--- config.mk ---
export PLATFORM = sky130hd
export DESIGN_NAME = rational_arith_unit
export DESIGN_NICKNAME = d
export VERILOG_FILES = /design/src/hdl/rau_pkg.sv /design/src/hdl/rau_reduce.sv /design/src/hdl/rational_arith_unit.sv
export SDC_FILE = /design/constraint.sdc
export NUM_CORES = 2
export LEC_CHECK = 0
export ABC_CLOCK_PERIOD_IN_PS = 19200
export BUFFER_PORTS_ARGS = -buffer_cell sky130_fd_sc_hd__buf_4
export CORE_MARGIN = 4
export CORE_UTILIZATION = 69
export CTS_CLUSTER_SIZE = 14
export DETAILED_ROUTE_END_ITERATION = 8
export PLACE_DENSITY = 0.95
export SLEW_MARGIN = 20
export SYNTH_ARGS = -nofsm -noshare
export SYNTH_HDL_FRONTEND = slang
export SYNTH_SLANG_ARGS = --single-unit
--- constraint.sdc ---
create_clock -name clk -period 19.2 [get_ports clk]
set_input_delay 3.84 -clock clk [delete_from_list [all_inputs] [get_ports clk]]
set_output_delay 3.84 -clock clk [all_outputs]
set_load 0.05 [all_outputs]
--- src/hdl/rau_pkg.sv ---
// rau_pkg: shared word width, command codes and the control/status structs
// between the top level and the reduction unit.
// No dependencies.
package rau_pkg;

	// fraction part width
	localparam int W  = 32;
	// width of a bit position / step counter over one word
	localparam int KW = $clog2(W);

	// command codes
	typedef enum logic [2:0] {
		CMD_ADD = 3'd0,
		CMD_SUB = 3'd1,
		CMD_MUL = 3'd2,
		CMD_DIV = 3'd3,
		CMD_RED = 3'd4
	} cmd_t;

	// request into the reduction unit
	typedef struct packed {
		logic         start;
		logic [W-1:0] a_num;
		logic [W-1:0] a_den;
	} red_ctl_t;

	// answer from the reduction unit
	typedef struct packed {
		logic         done;
		logic         error;
		logic [W-1:0] num;
		logic [W-1:0] den;
	} red_stat_t;

endpackage

--- src/hdl/rau_reduce.sv ---
// rau_reduce: reduces a fraction by the gcd of its part magnitudes, using one
// shared subtractor for a binary gcd and then two restoring divisions.
// Depends on rau_pkg.
module rau_reduce (
	input  logic                 clk,
	input  logic                 arst_n,
	input  rau_pkg::red_ctl_t    ctl,
	output rau_pkg::red_stat_t   stat
);
	import rau_pkg::*;

	typedef enum logic [4:0] {
		R_IDLE = 5'b00001,
		R_GCD  = 5'b00010,
		R_DIVN = 5'b00100,
		R_DIVD = 5'b01000,
		R_DONE = 5'b10000
	} red_state_t;

	red_state_t state_q;

	logic [W-1:0]  x_q, y_q, g_q, rem_q, dvd_q, mag_n_q, mag_d_q;
	logic [W-1:0]  num_q, den_q;
	logic [KW-1:0] k_q, cnt_q;
	logic          neg_n_q, neg_d_q, err_q;

	logic [W-1:0]  mag_n, mag_d;
	logic          x_gt;
	logic [W:0]    sub_a, sub_b;
	logic [W+1:0]  diff;
	logic          borrow;
	logic [W-1:0]  rem_next, quo_next;

	// magnitudes of the incoming parts
	assign mag_n = ctl.a_num[W-1] ? (~ctl.a_num + W'(1)) : ctl.a_num;
	assign mag_d = ctl.a_den[W-1] ? (~ctl.a_den + W'(1)) : ctl.a_den;

	// shared subtractor: max minus min in the gcd, trial subtract when dividing
	assign x_gt = x_q > y_q;
	always_comb begin
		if (state_q == R_GCD) begin
			sub_a = {1'b0, (x_gt ? x_q : y_q)};
			sub_b = {1'b0, (x_gt ? y_q : x_q)};
		end else begin
			sub_a = {rem_q, dvd_q[W-1]};
			sub_b = {1'b0, g_q};
		end
	end
	assign diff     = {1'b0, sub_a} - {1'b0, sub_b};
	assign borrow   = diff[W+1];
	assign rem_next = borrow ? sub_a[W-1:0] : diff[W-1:0];
	assign quo_next = {dvd_q[W-2:0], ~borrow};

	// sequencer
	always_ff @(posedge clk or negedge arst_n) begin
		if (!arst_n) begin
			state_q <= R_IDLE;
		end else begin
			case (state_q)
				R_IDLE: begin
					if (ctl.start) begin
						if (mag_n == '0 && mag_d == '0)
							state_q <= R_DONE;
						else if (mag_n == '0 || mag_d == '0)
							state_q <= R_DIVN;
						else
							state_q <= R_GCD;
					end
				end
				R_GCD: begin
					if (x_q[0] && y_q[0] && x_q == y_q)
						state_q <= R_DIVN;
				end
				R_DIVN: begin
					if (cnt_q == '0)
						state_q <= R_DIVD;
				end
				R_DIVD: begin
					if (cnt_q == '0)
						state_q <= R_DONE;
				end
				R_DONE:  state_q <= R_IDLE;
				default: state_q <= R_IDLE;
			endcase
		end
	end

	// datapath
	always_ff @(posedge clk) begin
		case (state_q)
			R_IDLE: begin
				if (ctl.start) begin
					x_q     <= mag_n;
					y_q     <= mag_d;
					mag_n_q <= mag_n;
					mag_d_q <= mag_d;
					neg_n_q <= ctl.a_num[W-1];
					neg_d_q <= ctl.a_den[W-1];
					k_q     <= '0;
					rem_q   <= '0;
					dvd_q   <= mag_n;
					cnt_q   <= KW'(W-1);
					err_q   <= 1'b0;
					// zero parts: the gcd is the other magnitude, or undefined
					if (mag_n == '0 && mag_d == '0) begin
						err_q <= 1'b1;
						num_q <= ctl.a_num;
						den_q <= ctl.a_den;
					end else if (mag_n == '0) begin
						g_q <= mag_d;
					end else begin
						g_q <= mag_n;
					end
				end
			end
			R_GCD: begin
				// one binary gcd step
				if (!x_q[0] && !y_q[0]) begin
					x_q <= x_q >> 1;
					y_q <= y_q >> 1;
					k_q <= k_q + KW'(1);
				end else if (!x_q[0]) begin
					x_q <= x_q >> 1;
				end else if (!y_q[0]) begin
					y_q <= y_q >> 1;
				end else if (x_q == y_q) begin
					g_q   <= x_q << k_q;
					rem_q <= '0;
					dvd_q <= mag_n_q;
					cnt_q <= KW'(W-1);
				end else if (x_gt) begin
					x_q <= diff[W:1];
				end else begin
					y_q <= diff[W:1];
				end
			end
			R_DIVN: begin
				// one quotient bit of the numerator
				rem_q <= rem_next;
				dvd_q <= quo_next;
				cnt_q <= cnt_q - KW'(1);
				if (cnt_q == '0) begin
					num_q <= neg_n_q ? (~quo_next + W'(1)) : quo_next;
					rem_q <= '0;
					dvd_q <= mag_d_q;
					cnt_q <= KW'(W-1);
				end
			end
			R_DIVD: begin
				// one quotient bit of the denominator
				rem_q <= rem_next;
				dvd_q <= quo_next;
				cnt_q <= cnt_q - KW'(1);
				if (cnt_q == '0)
					den_q <= neg_d_q ? (~quo_next + W'(1)) : quo_next;
			end
			default: begin
			end
		endcase
	end

	assign stat.done  = (state_q == R_DONE);
	assign stat.error = err_q;
	assign stat.num   = num_q;
	assign stat.den   = den_q;

endmodule

--- src/hdl/rational_arith_unit.sv ---
// rational_arith_unit: fraction add, subtract, multiply, divide and reduce.
// Depends on rau_pkg and rau_reduce.
//
// A transaction is taken when start is high and busy is low; for arithmetic
// and reduce commands busy then stays high until the result is shown. The
// result on res_num, res_den and error is flagged by done for exactly one
// cycle and cannot be held off, so capture it on that cycle. Add and subtract
// step through S_M0 to S_M3, multiply and divide through S_M0 to S_M2, both
// paced by the single shared 32x32 multiplier used once per cross product.
// Unused command codes pass a_num/a_den back in the cycle after they are
// taken, with busy low. Reduce runs a binary gcd on the shared subtractor
// (one step per cycle, the number of steps set by the operand bits), then
// two restoring divisions by the gcd; one zero part skips it, two flag error.
// A new transaction may be started in the cycle that done is high.
module rational_arith_unit (
	input  logic                   clk,
	input  logic                   arst_n,
	input  logic                   start,
	output logic                   busy,
	input  logic [2:0]             command,
	input  logic [rau_pkg::W-1:0]  a_num,
	input  logic [rau_pkg::W-1:0]  a_den,
	input  logic [rau_pkg::W-1:0]  b_num,
	input  logic [rau_pkg::W-1:0]  b_den,
	output logic                   done,
	output logic [rau_pkg::W-1:0]  res_num,
	output logic [rau_pkg::W-1:0]  res_den,
	output logic                   error
);
	import rau_pkg::*;

	typedef enum logic [5:0] {
		S_IDLE = 6'b000001,
		S_M0   = 6'b000010,
		S_M1   = 6'b000100,
		S_M2   = 6'b001000,
		S_M3   = 6'b010000,
		S_RED  = 6'b100000
	} state_t;

	state_t       state_q;
	logic         done_q, red_start_q;
	cmd_t         cmd_q;
	logic [W-1:0] an_q, ad_q, bn_q, bd_q, prod_q;
	logic [W-1:0] res_num_q, res_den_q;
	logic         error_q;

	cmd_t         cmd_in;
	logic         accept, in_arith, in_red, two_terms;
	logic [W-1:0] mul_x, mul_y, prod, sum;
	red_ctl_t     red_ctl;
	red_stat_t    red_stat;

	assign busy   = (state_q != S_IDLE);
	assign accept = start && !busy;
	assign cmd_in = cmd_t'(command);

	// decode of the incoming command
	always_comb begin
		in_arith = 1'b0;
		in_red   = 1'b0;
		case (cmd_in) inside
			CMD_ADD, CMD_SUB, CMD_MUL, CMD_DIV: in_arith = 1'b1;
			CMD_RED:                            in_red   = 1'b1;
			default: begin
			end
		endcase
	end

	// add and subtract need a third cross product
	assign two_terms = (cmd_q == CMD_ADD) || (cmd_q == CMD_SUB);

	// operand selection for the shared multiplier
	always_comb begin
		case (state_q)
			S_M0: begin
				mul_x = an_q;
				mul_y = (cmd_q == CMD_MUL) ? bn_q : bd_q;
			end
			S_M1: begin
				if (two_terms) begin
					mul_x = bn_q;
					mul_y = ad_q;
				end else begin
					mul_x = ad_q;
					mul_y = (cmd_q == CMD_DIV) ? bn_q : bd_q;
				end
			end
			default: begin
				mul_x = ad_q;
				mul_y = bd_q;
			end
		endcase
	end

	// low word of the product is the same signed or unsigned
	assign prod = mul_x * mul_y;
	assign sum  = (cmd_q == CMD_SUB) ? (res_num_q - prod_q) : (res_num_q + prod_q);

	// sequencer
	always_ff @(posedge clk or negedge arst_n) begin
		if (!arst_n) begin
			state_q     <= S_IDLE;
			done_q      <= 1'b0;
			red_start_q <= 1'b0;
		end else begin
			done_q      <= 1'b0;
			red_start_q <= 1'b0;
			case (state_q)
				S_IDLE: begin
					if (accept) begin
						if (in_arith) begin
							state_q <= S_M0;
						end else if (in_red) begin
							state_q     <= S_RED;
							red_start_q <= 1'b1;
						end else begin
							done_q <= 1'b1;
						end
					end
				end
				S_M0: state_q <= S_M1;
				S_M1: state_q <= S_M2;
				S_M2: begin
					if (two_terms) begin
						state_q <= S_M3;
					end else begin
						state_q <= S_IDLE;
						done_q  <= 1'b1;
					end
				end
				S_M3: begin
					state_q <= S_IDLE;
					done_q  <= 1'b1;
				end
				S_RED: begin
					if (red_stat.done) begin
						state_q <= S_IDLE;
						done_q  <= 1'b1;
					end
				end
				default: state_q <= S_IDLE;
			endcase
		end
	end

	// operand capture and result registers
	always_ff @(posedge clk) begin
		case (state_q)
			S_IDLE: begin
				if (accept) begin
					cmd_q <= cmd_in;
					an_q  <= a_num;
					ad_q  <= a_den;
					bn_q  <= b_num;
					bd_q  <= b_den;
					if (!in_arith && !in_red) begin
						res_num_q <= a_num;
						res_den_q <= a_den;
						error_q   <= 1'b0;
					end
				end
			end
			S_M0: prod_q <= prod;
			S_M1: begin
				res_num_q <= prod_q;
				prod_q    <= prod;
			end
			S_M2: begin
				if (two_terms) begin
					res_num_q <= sum;
					prod_q    <= prod;
				end else begin
					res_den_q <= prod_q;
					error_q   <= 1'b0;
				end
			end
			S_M3: begin
				res_den_q <= prod_q;
				error_q   <= 1'b0;
			end
			S_RED: begin
				if (red_stat.done) begin
					res_num_q <= red_stat.num;
					res_den_q <= red_stat.den;
					error_q   <= red_stat.error;
				end
			end
			default: begin
			end
		endcase
	end

	// gcd reduction unit
	assign red_ctl.start = red_start_q;
	assign red_ctl.a_num = an_q;
	assign red_ctl.a_den = ad_q;

	rau_reduce u_reduce (
		.clk    (clk),
		.arst_n (arst_n),
		.ctl    (red_ctl),
		.stat   (red_stat)
	);

	assign done    = done_q;
	assign res_num = res_num_q;
	assign res_den = res_den_q;
	assign error   = error_q;

endmodule

==> out/results.ini <==
[status]
status = finished with violations
violations = DRC

[timing]
fin_skew_ns = 0.02865
worst_slew_pin_slew_ns = 1.293
tns_ns = 0
finalHoldViolCount = 0
setup_violations = 0
relSlewSlack_pct = 13.55
holdWs_ns = 0.5266
fmax_mhz = 99.26
rsz0062_at_grt = no
finalCritPeriodShare_pct = 52.47
slew_violations = 0
fin_crit_ns = 10.07

[synthesis]
synthCells = 4867
avgSynthCellArea_sq_um = 9.831
ys_seq_elements = 542
ys_types = 84
yosysTopAreaCell = edfxtp_1
yosysTopAreaCellShare_pct = 33.20
yosys_most_used_dff = edfxtp_1
synth_warnings = 0
synth_fp_nets = 5641
netlist_area_sq_um = 47850
synthArstFlopShare_pct = 2.399
synth_edf_count = 529
synth_area_leaders = edfxtp_1 (33%), fa_1 (17%), ha_1 (6.0%)
yosysSeqAreaShare_pct = 33.89

[floorplan]
die_x_um = 271.3
ios = 201
initial_utilization_pct = 69.64
row_count = 96
die_area_sq_um = 73620
die_y_um = 271.3
core_area_sq_um = 68710

[clock_network]
cts.sinks = 542
root_buffer = clkbuf_16
cts_setup_buffers = 0
cts_made_buffers = 58
cts.hold.buffers_added = 0
tritoncts = built
max-clock-path-buffers = 3
insertion_delay_ns = 0.66
h-tree-depth = 2
post_cts_resized = 0
clkTransAtPathRegs_ns = 0.07

[grt]
grt_pass1_vias = 42090
antenna_found_initial = 10
grt_overflow = 0
grt_start_max_net_pins = 124
grt_use_total_pct = 47.05
grt_pass1_wl_mm = 261.0

[critical_path]
cp_data_required_time_ns = 19.61
path_class = reg -> reg
reg2reg_depth = 26
endpoint_kind = register
reg2reg_to = prod_q[31]$_DFFE_PP_
crit_path_start = state_q[4]$_DFFE_PN0P_
r2r-start = state_q[4]$_DFFE_PN0P_
crit_path_start_kind = register
critical_path_peak_fanout = 14
r2r_setup_slack_ns = 9.13
crit_arrival_ns = 10.48

[detailed_routing]
first_pass_iters = 9
post_drt_wl_per_cell_um = 29.63
vias_per_cell = 7.212
drtIter0Drc = 8750
routed_wl_mm = 175.9
num_vias = 42800
ant_nets = 0
drc_errors = 160

[cells_and_area]
final_nets = 5723
num-fill-cells = 4401
multi_input_area_sq_um = 28880
ff_latch_area_sq_um = 16210
area_delta_synth_final_pct = 9.746
drive_gt1_share_pct = 10.02

[placed_design]
port_buffers = 200
dpl.hpwl_mm = 127.3
place_congestion = 1.052

[hold_path]
hold_path_end = error$_SDFFCE_PP0P_
min_path_cells = 1
worstHoldStart = u_reduce.err_q$_DFFE_PP_
hp-class = reg -> reg

[job]
drv_cap = 0

metrics by stage:
step / area [sq um] / std cells / worst slack (ns) / util [%]
after CTS: 52480 / 5930 / 9.264 / 76.39
after floorplan: 47850 / 4867 / 7.448 / -
after global placement: 50450 / 5819 / 9.650 / 73.44
final: 52510 / 5935 / 9.126 / 76.43
after global routing: 52500 / 5932 / 8.771 / 76.42
after detailed placement: 50470 / 5820 / 9.208 / 73.46
final cells by class:
cell class                 instances  share of cell area, %
sequential                       542                  30.88
tap                              931                  2.218
antenna                            5                0.02383
timing repair buffer             295                  4.256
clock inverter                    44                  1.015
clock buffer                      66                  2.821
multi-input combinational       3521                  54.99
inverter                         531                  3.796
worst max-delay path by stage:
stage / endpoint / slack, ns / depth (start not counted)
floorplan: res_num[0]$_DFFE_PP_ / 7.45 / 3
global placement: prod_q[28]$_DFFE_PP_ / 9.65 / 27
detailed placement: prod_q[28]$_DFFE_PP_ / 9.21 / 28
CTS: prod_q[28]$_DFFE_PP_ / 9.26 / 28
global route: prod_q[28]$_DFFE_PP_ / 8.77 / 27
finish: prod_q[31]$_DFFE_PP_ / 9.13 / 26
critical path, cell delays in order (launching register included):
cell       delay [ns]
dfrtp_1          0.46
nor4_1           0.45
nor2b_1          0.57
o21ai_1          0.56
a221oi_2         0.90
buf_4            0.32
nor2_1           0.08
fa_1             0.54
inv_1            0.05
fa_1             0.45
fa_1             0.50
inv_1            0.06
fa_1             0.54
ha_1             0.23
ha_1             0.27
inv_1            0.04
fa_1             0.48
inv_1            0.05
fa_1             0.43
ha_1             0.27
a2111oi_0        0.85
o22ai_1          0.38
o221a_2          0.35
o221ai_1         0.30
a21oi_1          0.11
a311o_1          0.41
xnor2_1          0.18
synth_stat cells (9+ instances only):
cell type and n:
nand2_1 547, edfxtp_1 529, inv_1 529, nor2_1 507, fa_1 410, a21oi_1 234
clkbuf_1 233, o21ai_0 231, ha_1 230, xnor2_1 161, xor2_1 126, mux2i_1 99
a221oi_1 79, a222oi_1 58, nand3_1 54, a22oi_1 50, a221o_1 46, nor3_1 46
a21o_1 43, o31ai_1 43, nand2b_1 39, and2_1 37, and3_1 32, buf_1 31
a211oi_1 29, or3_1 29, nor2b_1 28, a31oi_1 26, nor4_1 23, mux4_2 22
o21a_1 22, o41ai_1 21, or2_2 21, o22ai_1 19, o21bai_1 18, o2bb2ai_1 18
a22o_1 17, nand4_1 13, or4_1 13, dfrtp_1 11, o221ai_1 10, a21boi_0 9
a311oi_1 9
cell families (layout without fill, tap and decap cells):
family,count (synthesis),in the layout,synth area share (%)
simple gates,1425,1425,13.13
compound gates,1039,1039,14.84
buf+inv,804,936,6.383
fa+ha+maj,640,640,23.17
flops,542,542,33.89
xor+xnor,288,288,5.301
mux,129,129,3.295
other cells,0,5,0
cells in the final DEF (no fill, tap or decap), types with 46 or more instances in the layout:
| cell type | synthesis | routed |
|---|---|---|
| nand2_1 | 547 | 547 |
| edfxtp_1 | 529 | 529 |
| inv_1 | 529 | 527 |
| nor2_1 | 507 | 502 |
| fa_1 | 410 | 410 |
| buf_4 | 0 | 292 |
| a21oi_1 | 234 | 233 |
| ha_1 | 230 | 230 |
| o21ai_0 | 231 | 228 |
| xnor2_1 | 161 | 161 |
| xor2_1 | 126 | 126 |
| mux2i_1 | 99 | 99 |
| a221oi_1 | 79 | 64 |
| a222oi_1 | 58 | 58 |
| clkbuf_16 | 0 | 58 |
| nand3_1 | 54 | 53 |
| a22oi_1 | 50 | 49 |
| a221o_1 | 46 | 46 |
routing by layer:
metal,up-vias,track usage [%],share of wire [%]
met5,-,0,0.019
met2,4530,66.15,40
met4,4,28.08,8.3
met1,20030,60.59,32
li1,17190,-,-
met3,1045,20.52,19
Power is not shown: default switching activity piles up to over one toggle a cycle in this logic, so the estimate is an artifact.
